<file path="src/rtl/vips_pkg.sv">
package vips_pkg;

	// Operation carried by each request.
	typedef enum logic [1:0] {
		OP_COMMAND = 2'd0,
		OP_UPDATE  = 2'd1,
		OP_CAPTURE = 2'd2,
		OP_UNUSED  = 2'd3
	} op_t;

	// Result status codes.
	typedef enum logic [2:0] {
		ST_INTEGRATED = 3'd0,
		ST_HELD       = 3'd1,
		ST_STAGED     = 3'd2,
		ST_COMMITTED  = 3'd3,
		ST_REJECTED   = 3'd4,
		ST_CAPTURED   = 3'd5
	} status_t;

	// Configuration register indexes.
	localparam logic [1:0] CFG_JOINT_COUNT  = 2'd0;
	localparam logic [1:0] CFG_TIMEOUT      = 2'd1;
	localparam logic [1:0] CFG_MAX_VELOCITY = 2'd2;
	localparam logic [1:0] CFG_MAX_LEAD     = 2'd3;

	// Configuration reset values.
	localparam logic [3:0]  RST_JOINT_COUNT  = 4'd8;
	localparam logic [31:0] RST_TIMEOUT      = 32'd104858;
	localparam logic [30:0] RST_MAX_VELOCITY = 31'd0;
	localparam logic [30:0] RST_MAX_LEAD     = 31'd3277;

	// The staged element count saturates here on over-long messages.
	localparam logic [3:0] STAGED_COUNT_MAX = 4'd15;

	// Fraction bits dropped from velocity times period.
	localparam int unsigned PERIOD_SHIFT = 20;

	typedef struct packed {
		logic [3:0]  joint_count;
		logic [31:0] timeout;
		logic [30:0] max_velocity;
		logic [30:0] max_lead;
	} cfg_t;

endpackage

</file>
<file path="src/rtl/vips_cfg.sv">
module vips_cfg
	import vips_pkg::*;
(
	input  logic        clk,
	input  logic        arst_n,
	input  logic        wr_en,
	input  logic [1:0]  wr_index,
	input  logic [31:0] wr_data,
	output cfg_t        cfg
);

	cfg_t cfg_q;

	// Register file, written one register per request.
	always_ff @(posedge clk or negedge arst_n) begin
		if (!arst_n) begin
			cfg_q.joint_count  <= RST_JOINT_COUNT;
			cfg_q.timeout      <= RST_TIMEOUT;
			cfg_q.max_velocity <= RST_MAX_VELOCITY;
			cfg_q.max_lead     <= RST_MAX_LEAD;
		end else if (wr_en) begin
			unique case (wr_index)
				CFG_JOINT_COUNT:  cfg_q.joint_count  <= wr_data[3:0];
				CFG_TIMEOUT:      cfg_q.timeout      <= wr_data;
				CFG_MAX_VELOCITY: cfg_q.max_velocity <= wr_data[30:0];
				CFG_MAX_LEAD:     cfg_q.max_lead     <= wr_data[30:0];
			endcase
		end
	end

	assign cfg = cfg_q;

endmodule

</file>
<file path="src/rtl/vips_integrator.sv">
module vips_integrator
	import vips_pkg::*;
(
	input  logic signed [31:0] ref_in,
	input  logic signed [31:0] velocity,
	input  logic        [19:0] period,
	input  logic signed [31:0] position,
	input  logic        [30:0] max_lead,
	output logic signed [31:0] ref_out
);

	localparam logic signed [33:0] S32_MAX = 34'sd2147483647;
	localparam logic signed [33:0] S32_MIN = -34'sd2147483648;

	logic signed [52:0] product;
	logic signed [32:0] step;
	logic signed [33:0] sum;
	logic signed [33:0] sat;
	logic signed [33:0] hi;
	logic signed [33:0] lo;
	logic signed [33:0] clamped;

	// Velocity times period; dropping the low bits of a signed product floors it.
	assign product = velocity * $signed({1'b0, period});
	assign step    = product[52:PERIOD_SHIFT];
	assign sum     = {{2{ref_in[31]}}, ref_in} + {step[32], step};

	// Saturate to 32 bits, then keep within a nonzero max_lead of the measurement.
	always_comb begin
		if (sum > S32_MAX) begin
			sat = S32_MAX;
		end else if (sum < S32_MIN) begin
			sat = S32_MIN;
		end else begin
			sat = sum;
		end
		hi = {{2{position[31]}}, position} + $signed({3'b000, max_lead});
		lo = {{2{position[31]}}, position} - $signed({3'b000, max_lead});
		clamped = sat;
		if (max_lead != 31'd0) begin
			if (clamped > hi) begin
				clamped = hi;
			end
			if (clamped < lo) begin
				clamped = lo;
			end
		end
	end

	assign ref_out = clamped[31:0];

endmodule

</file>
<file path="src/rtl/velocity_integrating_position_servo_core.sv">
// Position servo for up to MAX_JOINTS joints. Velocity commands arrive as
// messages of elements (operation 0, one per joint, last set on the final one)
// and are committed only when their length equals joint_count. Update
// elements (operation 1) integrate velocity times period into each joint's
// reference while the command is fresh; capture (operation 2) loads the
// measured position and drops the command. Every request yields exactly one
// result. One request is taken per clock cycle unless the output stalls; a
// request passes through the input register, then the result register, and
// the path between them is the velocity-period multiply followed by the add,
// saturate and lead clamp. The configuration port is always ready.
module velocity_integrating_position_servo_core
	import vips_pkg::*;
#(
	parameter int unsigned MAX_JOINTS = 8
) (
	input  logic               clk,
	input  logic               arst_n,
	input  logic               in_valid,
	output logic               in_stall,
	input  logic [1:0]         operation,
	input  logic [2:0]         joint,
	input  logic signed [31:0] velocity,
	input  logic signed [31:0] position,
	input  logic [19:0]        period,
	input  logic               last,
	output logic               out_valid,
	input  logic               out_stall,
	output logic [2:0]         joint_out,
	output logic signed [31:0] reference,
	output logic [2:0]         status,
	input  logic               cfg_valid,
	output logic               cfg_ready,
	input  logic [1:0]         cfg_index,
	input  logic [31:0]        cfg_data
);

	localparam int unsigned IW = (MAX_JOINTS > 1) ? $clog2(MAX_JOINTS) : 1;

	cfg_t cfg;

	// Input register.
	logic               valid_s1;
	op_t                op_s1;
	logic [2:0]         joint_s1;
	logic signed [31:0] velocity_s1;
	logic signed [31:0] position_s1;
	logic [19:0]        period_s1;
	logic               last_s1;

	// Servo state.
	logic signed [31:0] pref_q [MAX_JOINTS];
	logic signed [31:0] active_q [MAX_JOINTS];
	logic signed [31:0] staged_q [MAX_JOINTS];
	logic [3:0]         staged_count_q;
	logic               have_cmd_q;
	logic [31:0]        age_q;
	logic               pass_start_q;

	// Result register.
	logic               out_valid_q;
	logic [2:0]         res_joint_q;
	logic signed [31:0] res_ref_q;
	status_t            res_status_q;

	logic               adv;
	logic               fire;
	logic [4:0]         joint_x;
	logic [IW-1:0]      j_idx;
	logic               j_in;
	logic signed [31:0] held;
	logic signed [31:0] mv;
	logic signed [31:0] vclamp;
	logic [4:0]         count_x;
	logic [IW-1:0]      c_idx;
	logic               c_in;
	logic [3:0]         count_next;
	logic               jc_ok;
	logic               commit;
	logic [32:0]        age_sum;
	logic [31:0]        age_new;
	logic [31:0]        age_eff;
	logic               servo;
	logic signed [31:0] integ_ref;

	logic               pref_we;
	logic signed [31:0] pref_wdata;
	logic [2:0]         res_joint;
	logic signed [31:0] res_ref;
	status_t            res_status;

	vips_cfg u_cfg (
		.clk      (clk),
		.arst_n   (arst_n),
		.wr_en    (cfg_valid),
		.wr_index (cfg_index),
		.wr_data  (cfg_data),
		.cfg      (cfg)
	);

	assign cfg_ready = 1'b1;

	// Handshake: the working stage moves on whenever the result register is free
	// or being emptied.
	assign adv      = !out_valid_q || !out_stall;
	assign fire     = valid_s1 && adv;
	assign in_stall = valid_s1 && !adv;

	always_ff @(posedge clk or negedge arst_n) begin
		if (!arst_n) begin
			valid_s1 <= 1'b0;
		end else if (!in_stall) begin
			valid_s1 <= in_valid;
		end
	end

	always_ff @(posedge clk) begin
		if (in_valid && !in_stall) begin
			op_s1       <= op_t'(operation);
			joint_s1    <= joint;
			velocity_s1 <= velocity;
			position_s1 <= position;
			period_s1   <= period;
			last_s1     <= last;
		end
	end

	// Joint addressing and the held reference.
	assign joint_x = {2'b00, joint_s1};
	assign j_idx   = joint_x[IW-1:0];
	assign j_in    = joint_x < 5'(MAX_JOINTS);
	assign held    = j_in ? pref_q[j_idx] : 32'sd0;

	// Velocity clamp for command elements.
	assign mv = $signed({1'b0, cfg.max_velocity});
	always_comb begin
		vclamp = velocity_s1;
		if (cfg.max_velocity != 31'd0) begin
			if (vclamp > mv) begin
				vclamp = mv;
			end
			if (vclamp < -mv) begin
				vclamp = -mv;
			end
		end
	end

	// Staging count and the commit decision.
	assign count_x    = {1'b0, staged_count_q};
	assign c_idx      = count_x[IW-1:0];
	assign c_in       = count_x < 5'(MAX_JOINTS);
	assign count_next = (staged_count_q < STAGED_COUNT_MAX) ?
		staged_count_q + 4'd1 : staged_count_q;
	assign jc_ok  = (cfg.joint_count != 4'd0) &&
		({1'b0, cfg.joint_count} <= 5'(MAX_JOINTS));
	assign commit = last_s1 && jc_ok && (count_next == cfg.joint_count);

	// Command age, advanced on the first element of each update pass.
	assign age_sum = {1'b0, age_q} + {13'd0, period_s1};
	assign age_new = age_sum[32] ? 32'hFFFF_FFFF : age_sum[31:0];
	assign age_eff = pass_start_q ? age_new : age_q;
	assign servo   = ({1'b0, joint_s1} < cfg.joint_count) && j_in &&
		have_cmd_q && (age_eff <= cfg.timeout);

	vips_integrator u_integrator (
		.ref_in   (held),
		.velocity (j_in ? active_q[j_idx] : 32'sd0),
		.period   (period_s1),
		.position (position_s1),
		.max_lead (cfg.max_lead),
		.ref_out  (integ_ref)
	);

	// Result and reference write for the request in the working stage.
	always_comb begin
		pref_we    = 1'b0;
		pref_wdata = integ_ref;
		res_joint  = joint_s1;
		res_ref    = held;
		res_status = ST_HELD;
		unique case (op_s1)
			OP_COMMAND: begin
				res_joint  = 3'd0;
				res_ref    = 32'sd0;
				res_status = last_s1 ? (commit ? ST_COMMITTED : ST_REJECTED) : ST_STAGED;
			end
			OP_UPDATE: begin
				if (servo) begin
					pref_we    = j_in;
					res_ref    = integ_ref;
					res_status = ST_INTEGRATED;
				end
			end
			OP_CAPTURE: begin
				pref_we    = j_in;
				pref_wdata = position_s1;
				res_ref    = position_s1;
				res_status = ST_CAPTURED;
			end
			OP_UNUSED: begin
				res_status = ST_HELD;
			end
		endcase
	end

	// Staged velocities need no reset: only entries of the current message are read.
	always_ff @(posedge clk) begin
		if (fire && op_s1 == OP_COMMAND && c_in) begin
			staged_q[c_idx] <= vclamp;
		end
	end

	// Per-joint references and the active command.
	always_ff @(posedge clk or negedge arst_n) begin
		if (!arst_n) begin
			for (int i = 0; i < MAX_JOINTS; i++) begin
				pref_q[i]   <= 32'sd0;
				active_q[i] <= 32'sd0;
			end
		end else if (fire) begin
			if (pref_we) begin
				pref_q[j_idx] <= pref_wdata;
			end
			if (op_s1 == OP_COMMAND && commit) begin
				for (int i = 0; i < MAX_JOINTS; i++) begin
					if (5'(i) < {1'b0, cfg.joint_count}) begin
						active_q[i] <= (c_in && c_idx == IW'(i)) ? vclamp : staged_q[i];
					end
				end
			end
		end
	end

	// Message and timing control state.
	always_ff @(posedge clk or negedge arst_n) begin
		if (!arst_n) begin
			staged_count_q <= 4'd0;
			have_cmd_q     <= 1'b0;
			age_q          <= 32'd0;
			pass_start_q   <= 1'b1;
		end else if (fire) begin
			unique case (op_s1)
				OP_COMMAND: begin
					staged_count_q <= last_s1 ? 4'd0 : count_next;
					if (commit) begin
						have_cmd_q <= 1'b1;
						age_q      <= 32'd0;
					end
				end
				OP_UPDATE: begin
					age_q        <= age_eff;
					pass_start_q <= last_s1;
				end
				OP_CAPTURE: begin
					have_cmd_q <= 1'b0;
				end
				OP_UNUSED: begin
					have_cmd_q <= have_cmd_q;
				end
			endcase
		end
	end

	// Result register.
	always_ff @(posedge clk or negedge arst_n) begin
		if (!arst_n) begin
			out_valid_q <= 1'b0;
		end else if (adv) begin
			out_valid_q <= valid_s1;
		end
	end

	always_ff @(posedge clk) begin
		if (fire) begin
			res_joint_q  <= res_joint;
			res_ref_q    <= res_ref;
			res_status_q <= res_status;
		end
	end

	assign out_valid = out_valid_q;
	assign joint_out = res_joint_q;
	assign reference = res_ref_q;
	assign status    = res_status_q;

	// An integrated result can only come from a held command.
	a_integrated_needs_command: assert property (@(posedge clk) disable iff (!arst_n)
		out_valid_q && res_status_q == ST_INTEGRATED |-> have_cmd_q)
		else $error("integrated result without an active command");

	// A finished message always leaves the staging count empty.
	a_message_end_clears_count: assert property (@(posedge clk) disable iff (!arst_n)
		out_valid_q && (res_status_q == ST_COMMITTED || res_status_q == ST_REJECTED)
		|-> staged_count_q == 4'd0)
		else $error("staging count not cleared at end of message");

	// A commit restarts the command age and raises the command flag.
	a_commit_restarts_age: assert property (@(posedge clk) disable iff (!arst_n)
		out_valid_q && res_status_q == ST_COMMITTED |-> age_q == 32'd0 && have_cmd_q)
		else $error("commit did not restart the command age");

endmodule

</file>
<file path="config.mk">
export PLATFORM = sky130hd
export DESIGN_NAME = velocity_integrating_position_servo_core
export DESIGN_NICKNAME = d
export VERILOG_FILES = /design/src/rtl/vips_pkg.sv /design/src/rtl/vips_cfg.sv /design/src/rtl/vips_integrator.sv /design/src/rtl/velocity_integrating_position_servo_core.sv
export SDC_FILE = /design/constraint.sdc
export NUM_CORES = 2
export LEC_CHECK = 0
export BUFFER_PORTS_ARGS = -buffer_cell sky130_fd_sc_hd__buf_2
export CAP_MARGIN = 40
export CORE_MARGIN = 3
export CORE_UTILIZATION = 45
export CTS_BUF_LIST = sky130_fd_sc_hd__clkbuf_16
export DETAILED_ROUTE_END_ITERATION = 6
export PLACE_DENSITY = 0.72
export SETUP_SLACK_MARGIN = 0.2
export SLEW_MARGIN = 20
export SYNTH_ARGS = -nofsm -noshare
export SYNTH_HDL_FRONTEND = slang
export SYNTH_SLANG_ARGS = --single-unit
</file>
<file path="constraint.sdc">
create_clock -name clk -period 16.5 [get_ports clk]
set_input_delay 3.3 -clock clk [delete_from_list [all_inputs] [get_ports clk]]
set_output_delay 3.3 -clock clk [all_outputs]
set_load 0.02 [all_outputs]
</file>
---- After elaboration in Yosys (flattened, before gate mapping) ----
Memories as Yosys holds them, arrays and structs flattened. A register that Yosys moved wholly into a read port is not among the register bits.
Cells that the tools add are included.
operators by class
  $add $sub $neg .......................... 6
  $mul .................................... 1
  divide/modulo/power cells ............... 0
  $lt $le $gt $ge ......................... 22
  equality and inequality tests ........... 8
  shift-type cells ........................ 0
  multiplexer cells ....................... 40
  bitwise logic cells ..................... 1
  reduce and logical (&&, ||, !) cells .... 50
operators with widths
  kind                    count
  $mux W32                18
  $bwmux W256             1
  $bmux W32 S3            2
  $mux W34                4
  $demux W32 S3           1
  $pmux W32 S3            1
  $pmux W32 S2            1
  $reduce_bool A31 Y1     2
  $mul A32 B21 Y53        1
  $add A32 B33 Y34        1
  $gt A34 B32 Y1 const B  1
  $gt A34 B33 Y1          1
  $lt A34 B32 Y1 const B  1
  $lt A34 B33 Y1          1
  $add A32 B20 Y33        1
  $add A32 B32 Y33        1
  $sub A32 B32 Y33        1
  $gt A32 B32 Y1          1
  $le A32 B32 Y1          1
  $lt A32 B32 Y1          1
  $neg A31 Y32            1
  $reduce_and A3 Y1       10
  $lt A3 B4 Y1 const A    4
  $reduce_and A2 Y1       7
  25 further kinds        64
storage, ports and cells
  register bits after elaboration ......... 522
  bits in latches ......................... 0
  bits in writable memories ............... 256
  ROM bits ................................ 0
  output and inout bits ................... 41
  word-level logic and storage cells ...... 156
  memories ................................ 1
memory list
  memory    depth  bits a word  read ports  clocked after Yosys merged registers in  write ports  RTL line                                        source
  staged_q  8      32           8           8                                        1            velocity_integrating_position_servo_core.sv:53  logic signed [31:0] staged_q [MAX_JOINTS];

---- Longest topological paths before layout ----
  depth in word-level cells ............... 18
  gate-level depth with buffers ........... 80
  mapped depth without buffers ............ 67

---- Modules after synthesis ----
A second synthesis with hierarchy kept.
unflattened totals
  cell total of the unflattened synthesis .. 7455
  area, all modules ....................... 77090.2 um^2
modules (own cells, without submodules)
  module                                    instances  cells an instance  area an instance (um^2)
  velocity_integrating_position_servo_core  1          3705               43495.5
  vips_integrator                           1          3541               29940.0
  vips_cfg                                  1          209                3654.8

---- Worst setup path before layout ----
No wires, ideal clock.
  path type ............................... reg2reg
  start ................................... register joint_s1[0], in the netlist j_idx[0]
  end ..................................... register res_ref_q[28], in the netlist reference[28] (data pin)
  data arrival time ....................... 16353 ps
  data required time ...................... 16233 ps
  path slack .............................. -119 ps
  stages on the path, launching flop included .. 70
  clock period less this slack ............ 16619 ps
  path through ............................ edfxtp_1 buf_4 clkbuf_1 nor3b_1 clkbuf_1 a22oi_1 nand4_1 clkbuf_1 nand2_1 fa_1 fa_1 fa_1 inv_1 fa_1 fa_1 fa_1 inv_1 fa_1 [... 34 more ...] buf_1 clkbuf_1 a21oi_1 ha_1 a21oi_1 o221ai_1 a221oi_1 nor2_1 nor4_1 o31ai_1 and3_1 a211oi_4 o21ai_1 buf_4 buf_2 buf_2 a211oi_1 o21ai_0
on the way
  cells in the longest elaborated chain, start to end .. 18
  elaborated cells between the ends (all ways) .. 28
  classes of those cells .................. add/sub: 1; mul: 1; order compare: 6; mux: 16; bitwise: 1; reduce/logical: 3
RTL lines
  item                                          RTL line                                                                                          source
  start: declaration                            velocity_integrating_position_servo_core.sv:44                                                    logic [2:0] joint_s1;
  start signal: assignment                      velocity_integrating_position_servo_core.sv:119                                                   joint_s1 <= joint;
  $not A3 Y4 (implied by the code)              velocity_integrating_position_servo_core.sv:131, velocity_integrating_position_servo_core.sv:166
  $bmux W32 S3                                  velocity_integrating_position_servo_core.sv:166                                                   .velocity (j_in ? active_q[j_idx] : 32'sd0),
  $mux W32 (implied by the code) (2 in series)  velocity_integrating_position_servo_core.sv:166
  $mux W32                                      velocity_integrating_position_servo_core.sv:166
  $mul A32 B21 Y53                              vips_integrator.sv:24                                                                             assign product = velocity * $signed({1'b0, period});
  $add A32 B33 Y34                              vips_integrator.sv:26                                                                             assign sum = {{2{ref_in[31]}}, ref_in} + {step[32], step};
  $lt A34 B32 Y1                                vips_integrator.sv:32                                                                             end else if (sum < S32_MIN) begin
  $mux W34                                      vips_integrator.sv:32
  [... 2 more ...]                              n/a
  $mux W34                                      vips_integrator.sv:41                                                                             if (clamped > hi) begin
  $mux W34                                      vips_integrator.sv:40                                                                             if (max_lead != 31'd0) begin
  $lt A34 B33 Y1                                vips_integrator.sv:44                                                                             if (clamped < lo) begin
  $mux W32                                      vips_integrator.sv:44
  $mux W32                                      vips_integrator.sv:40
  $mux W32                                      velocity_integrating_position_servo_core.sv:187                                                   if (servo) begin
  $pmux W32 S3 *                                velocity_integrating_position_servo_core.sv:180                                                   unique case (op_s1)
  net res_ref[28]                               velocity_integrating_position_servo_core.sv:88                                                    logic signed [31:0] res_ref;
  end signal: assignment                        velocity_integrating_position_servo_core.sv:275                                                   res_ref_q <= res_ref;
  end: declaration                              velocity_integrating_position_servo_core.sv:62                                                    logic signed [31:0] res_ref_q;
Mark *: on every way through the listed nets, which the timed path passes. The rest lies on a longest branch. The select of a mux whose other input is x is not followed.
A chain may end at the register's enable or synchronous reset.

---- Worst setup path in the final report ----
  start ................................... register joint_s1[2], in the netlist j_idx[2]
  end ..................................... register pref_q[68] (netlist bit)
on the way
  cells in the longest elaborated chain, start to end .. 18
  elaborated cells between the ends (all ways) .. 36
  classes of those cells .................. add/sub: 1; mul: 1; order compare: 8; mux: 20; bitwise: 1; reduce/logical: 5
RTL lines
  item                                          RTL line                                                                                                                                           source
  $not A3 Y4 (implied by the code)              velocity_integrating_position_servo_core.sv:131, velocity_integrating_position_servo_core.sv:166, velocity_integrating_position_servo_core.sv:221
  $bmux W32 S3                                  velocity_integrating_position_servo_core.sv:166
  $mux W32 (implied by the code) (2 in series)  velocity_integrating_position_servo_core.sv:166
  $mux W32                                      velocity_integrating_position_servo_core.sv:166
  $mul A32 B21 Y53                              vips_integrator.sv:24
  $add A32 B33 Y34                              vips_integrator.sv:26
  $lt A34 B32 Y1                                vips_integrator.sv:32
  $mux W34                                      vips_integrator.sv:32
  $mux W34                                      vips_integrator.sv:30                                                                                                                              if (sum > S32_MAX) begin
  $gt A34 B33 Y1                                vips_integrator.sv:41
  $mux W34                                      vips_integrator.sv:41
  $mux W34                                      vips_integrator.sv:40
  $lt A34 B33 Y1                                vips_integrator.sv:44
  $mux W32                                      vips_integrator.sv:44
  $mux W32                                      vips_integrator.sv:40
  $mux W32                                      velocity_integrating_position_servo_core.sv:180
  $bwmux W256                                   velocity_integrating_position_servo_core.sv:221                                                                                                    pref_q[j_idx] <= pref_wdata;
  end signal: indexed assignment                velocity_integrating_position_servo_core.sv:221
  end: declaration                              velocity_integrating_position_servo_core.sv:51                                                                                                     logic signed [31:0] pref_q [MAX_JOINTS];
Several ways; a longest one is shown, not always the timed one. The select of a mux whose other input is x is not followed.

==> flow_summary.toml <==
[floorplanning]
die_area_um2 = 179000
rows = 152
die_h_um = 424
core_area_um2 = 172000
initial_core_util_pct = 45.5
ios = 170
die-width_um = 424

[setup_path]
path_class = "flip-flop to flip-flop"
cpLargestDelayFamily = "adder cells"
path_common_cell = "buf_4"
slowest_stage = "fa_2"
cpPeakStageDelay_ps = 630
critPathLaunch = "j_idx[2]$_DFFE_PP_"
crit_arrival_ps = 16770
crit_fanout = 21
rrSetupSlack_ps = 320
rr_startpoint = "j_idx[2]$_DFFE_PP_"
required_ps = 17090
worstPathBufferInverterCount = 15
cp-start-kind = "flip-flop"
critPathCaptureType = "flip-flop"

[timing]
tightest_slew_ps = 953
slew_violations = 0
period_share_pct = 98.1
setup_violations = 0
rsz0062_at_grt = "yes"
layout_setup_ws_ps = 317
hold_viol_final = 0
max_freq_mhz = 61.8
skew_ps = 71.5
period_needed_ps = 16180
slew_headroom_pct = 36.5

[grt]
grt_pass1_vias = 65700
antenna_found_initial = 12
grt_pass1_wl_um = 410000
grt_use_total_pct = 30.1
grt_overflow = 0
grt_max_degree = 163

[logic_synthesis]
synth.net_count = 9315
synth_edf_count = 384
yosys_warnings = 0
yosys-top-cells-area = "dfrtp_1, fa_1, edfxtp_1, ha_1, inv_1"
avgSynthCellArea_um2 = 9.66
synth.distinct_cells = 90
yosys.area.top_type_share_pct = 20.2
synth-seq-cells = 1034
seq_area_frac_synth_pct = 35.4
synth.largest_area_cell = "dfrtp_1"
synthArstFlopShare_pct = 62.9
synth_ff_type = "dfrtp_1"
syn-cell-area_um2 = 78500
syn_inst = 8125

[run_status]
violations = "DRC"
status = "complete, but fails checks"

[clock_tree]
insertion_delay_ps = 800
htree_num_levels = 3
cts_made_buffers = 106
clk_pin_slew_ps = 60
cts_buffer_depth = 3
cts_sinks = 1034
clock-root-buffer = "clkbuf_16"
cts_tree = "done"
cts_hold_buf = 0

[finish]
utilization_pct = 52.6
drive_gt1_share_pct = 15.3
antenna_cells = 0
stdcell_count = 10900
design_area_um2 = 90800
nets = 9680
syn2layout_area_growth_pct = 15.6

[placement]
numPortBuffers = 168
place_congestion = 1.01
place_area_um2 = 84800
dp_hpwl_um = 198000
dp_slack_ps = -323
dp_cells = 10600

[min_path]
min_path_type = "flip-flop to flip-flop"
min_from = "staged_q[6][0]$_DFFE_PP_"

[route]
vias_per_cell = 6.05
antenna_left = 0
wl_per_cell_um = 25.7
drcViolationCount = 1
firstDrtPassIters = 7
first_iter_violations = 7581
wirelength_um = 280000
vias = 65900

[flow_run]
drv_cap = 0
-- state kept, by name, indices dropped and copies added (netlist names), 2 cells and up --
name,cells
active_q,256
age_q,32
j_idx,3
joint_out,3
op_s1,2
period_s1,20
position_s1,32
pref_q,256
reference,32
staged_count_q,4
staged_q,256
status,3
u_cfg.cfg,98
velocity_s1,32
-- layer usage --
| metal | track usage [%] | share of wire, % | up-vias |
|---|---|---|---|
| met5 | 0 | 0 | - |
| met4 | 17.5 | 7.2 | 0 |
| met3 | 5.41 | 9.8 | 902 |
| met2 | 47.5 | 45 | 3580 |
| met1 | 38.9 | 38 | 32900 |
| li1 | - | - | 28600 |
-- Yosys cell counts (all sizes together), types with 104 or more instances --
library cell,instances
a221oi,107
o21ai,370
a21oi,395
xnor2,120
dfrtp,632
clkbuf,442
a22oi,413
a21o,104
nand2,692
nand3,112
nand4,106
inv,875
nor2,855
and2,362
fa,638
mux2,153
ha,423
edfxtp,384
-- path summary, 6_finish.rpt --
path,end,cells past startpoint
setup / recovery,pref_q[68]$_DFFE_PN0P_,66
hold / removal,active_q[32]$_DFFE_PN0P_,2
setup reg to reg,pref_q[68]$_DFFE_PN0P_,66
hold reg to reg,active_q[32]$_DFFE_PN0P_,2
max in group asynchronous,pref_q[131]$_DFFE_PN0P_,3
min in group asynchronous,u_cfg.cfg[57]$_DFFE_PN0P_,1
-- cell families after synthesis --
group,count (synthesis),synth area share (%)
other,1,0.00478
buffers and inverters,1354,6.53
xor gates and xnor gates,166,1.85
adders and majority gates,1061,23.0
and+or+nand+nor,2470,14.6
muxes,178,2.58
DFF,1034,35.4
AOI/OAI and AO/OA,1861,16.0
-- final cells by class --
cell class | count | area (um^2)
Tap cell | 2310 | 2890
Fill cell | 15200 | 81700
Multi-Input combinational cell | 5738 | 46800
Clock buffer | 108 | 2700
Sequential cell | 1034 | 27800
Timing Repair Buffer | 734 | 6330
Clock inverter | 92 | 892
Inverter | 876 | 3290
-- worst reg2reg max path, delay by kind of cell (launching register included) --
kind | cells | cell delay, ps
simple gates | 11 | 2240
fa+ha+maj | 12 | 5080
mux | 2 | 430
compound gates | 25 | 5030
xor+xnor | 1 | 350
flops | 1 | 510
buf+inv | 15 | 2360
-- layout by cell type (no fill, tap or decap), types with 56 or more instances in the layout --
cell,synthesis,final
o21ai_0,355,300
a21o_1,104,104
nor2_1,855,828
mux2_2,153,150
fa_1,638,632
nand2_1,692,682
ha_1,423,411
a221oi_1,102,99
o31ai_1,103,97
clkbuf_16,0,125
and3_1,68,64
o21a_1,62,62
and2_1,362,358
nand3_1,112,107
nor2b_1,66,65
nor3_1,68,56
inv_1,875,896
a22oi_1,413,400
dfrtp_1,632,632
edfxtp_1,384,384
xnor2_1,120,119
buf_4,3,446
nand4_1,106,106
buf_2,7,170
a21oi_1,393,373
-- timing repair --
action,CTS,global route
cloned,2,18
setup buffers,9,75
pin swaps,5,111
hold endpoints to repair,0,0
setup endpoints to repair,288,288
gates resized for setup,20,264
-- metrics by stage --
step / setup TNS, ps / hold slack, ps
4_1_cts: 0 / 479
3_5_place_dp: -20100 / 466
5_1_grt: -1020 / 495
3_3_place_gp: 0 / 458
2_1_floorplan: 0 / 444
6_report: 0 / 478
Power is left out: the tool's default activity adds up to more than one toggle a clock period on the data nets, which glitch-free logic cannot reach.
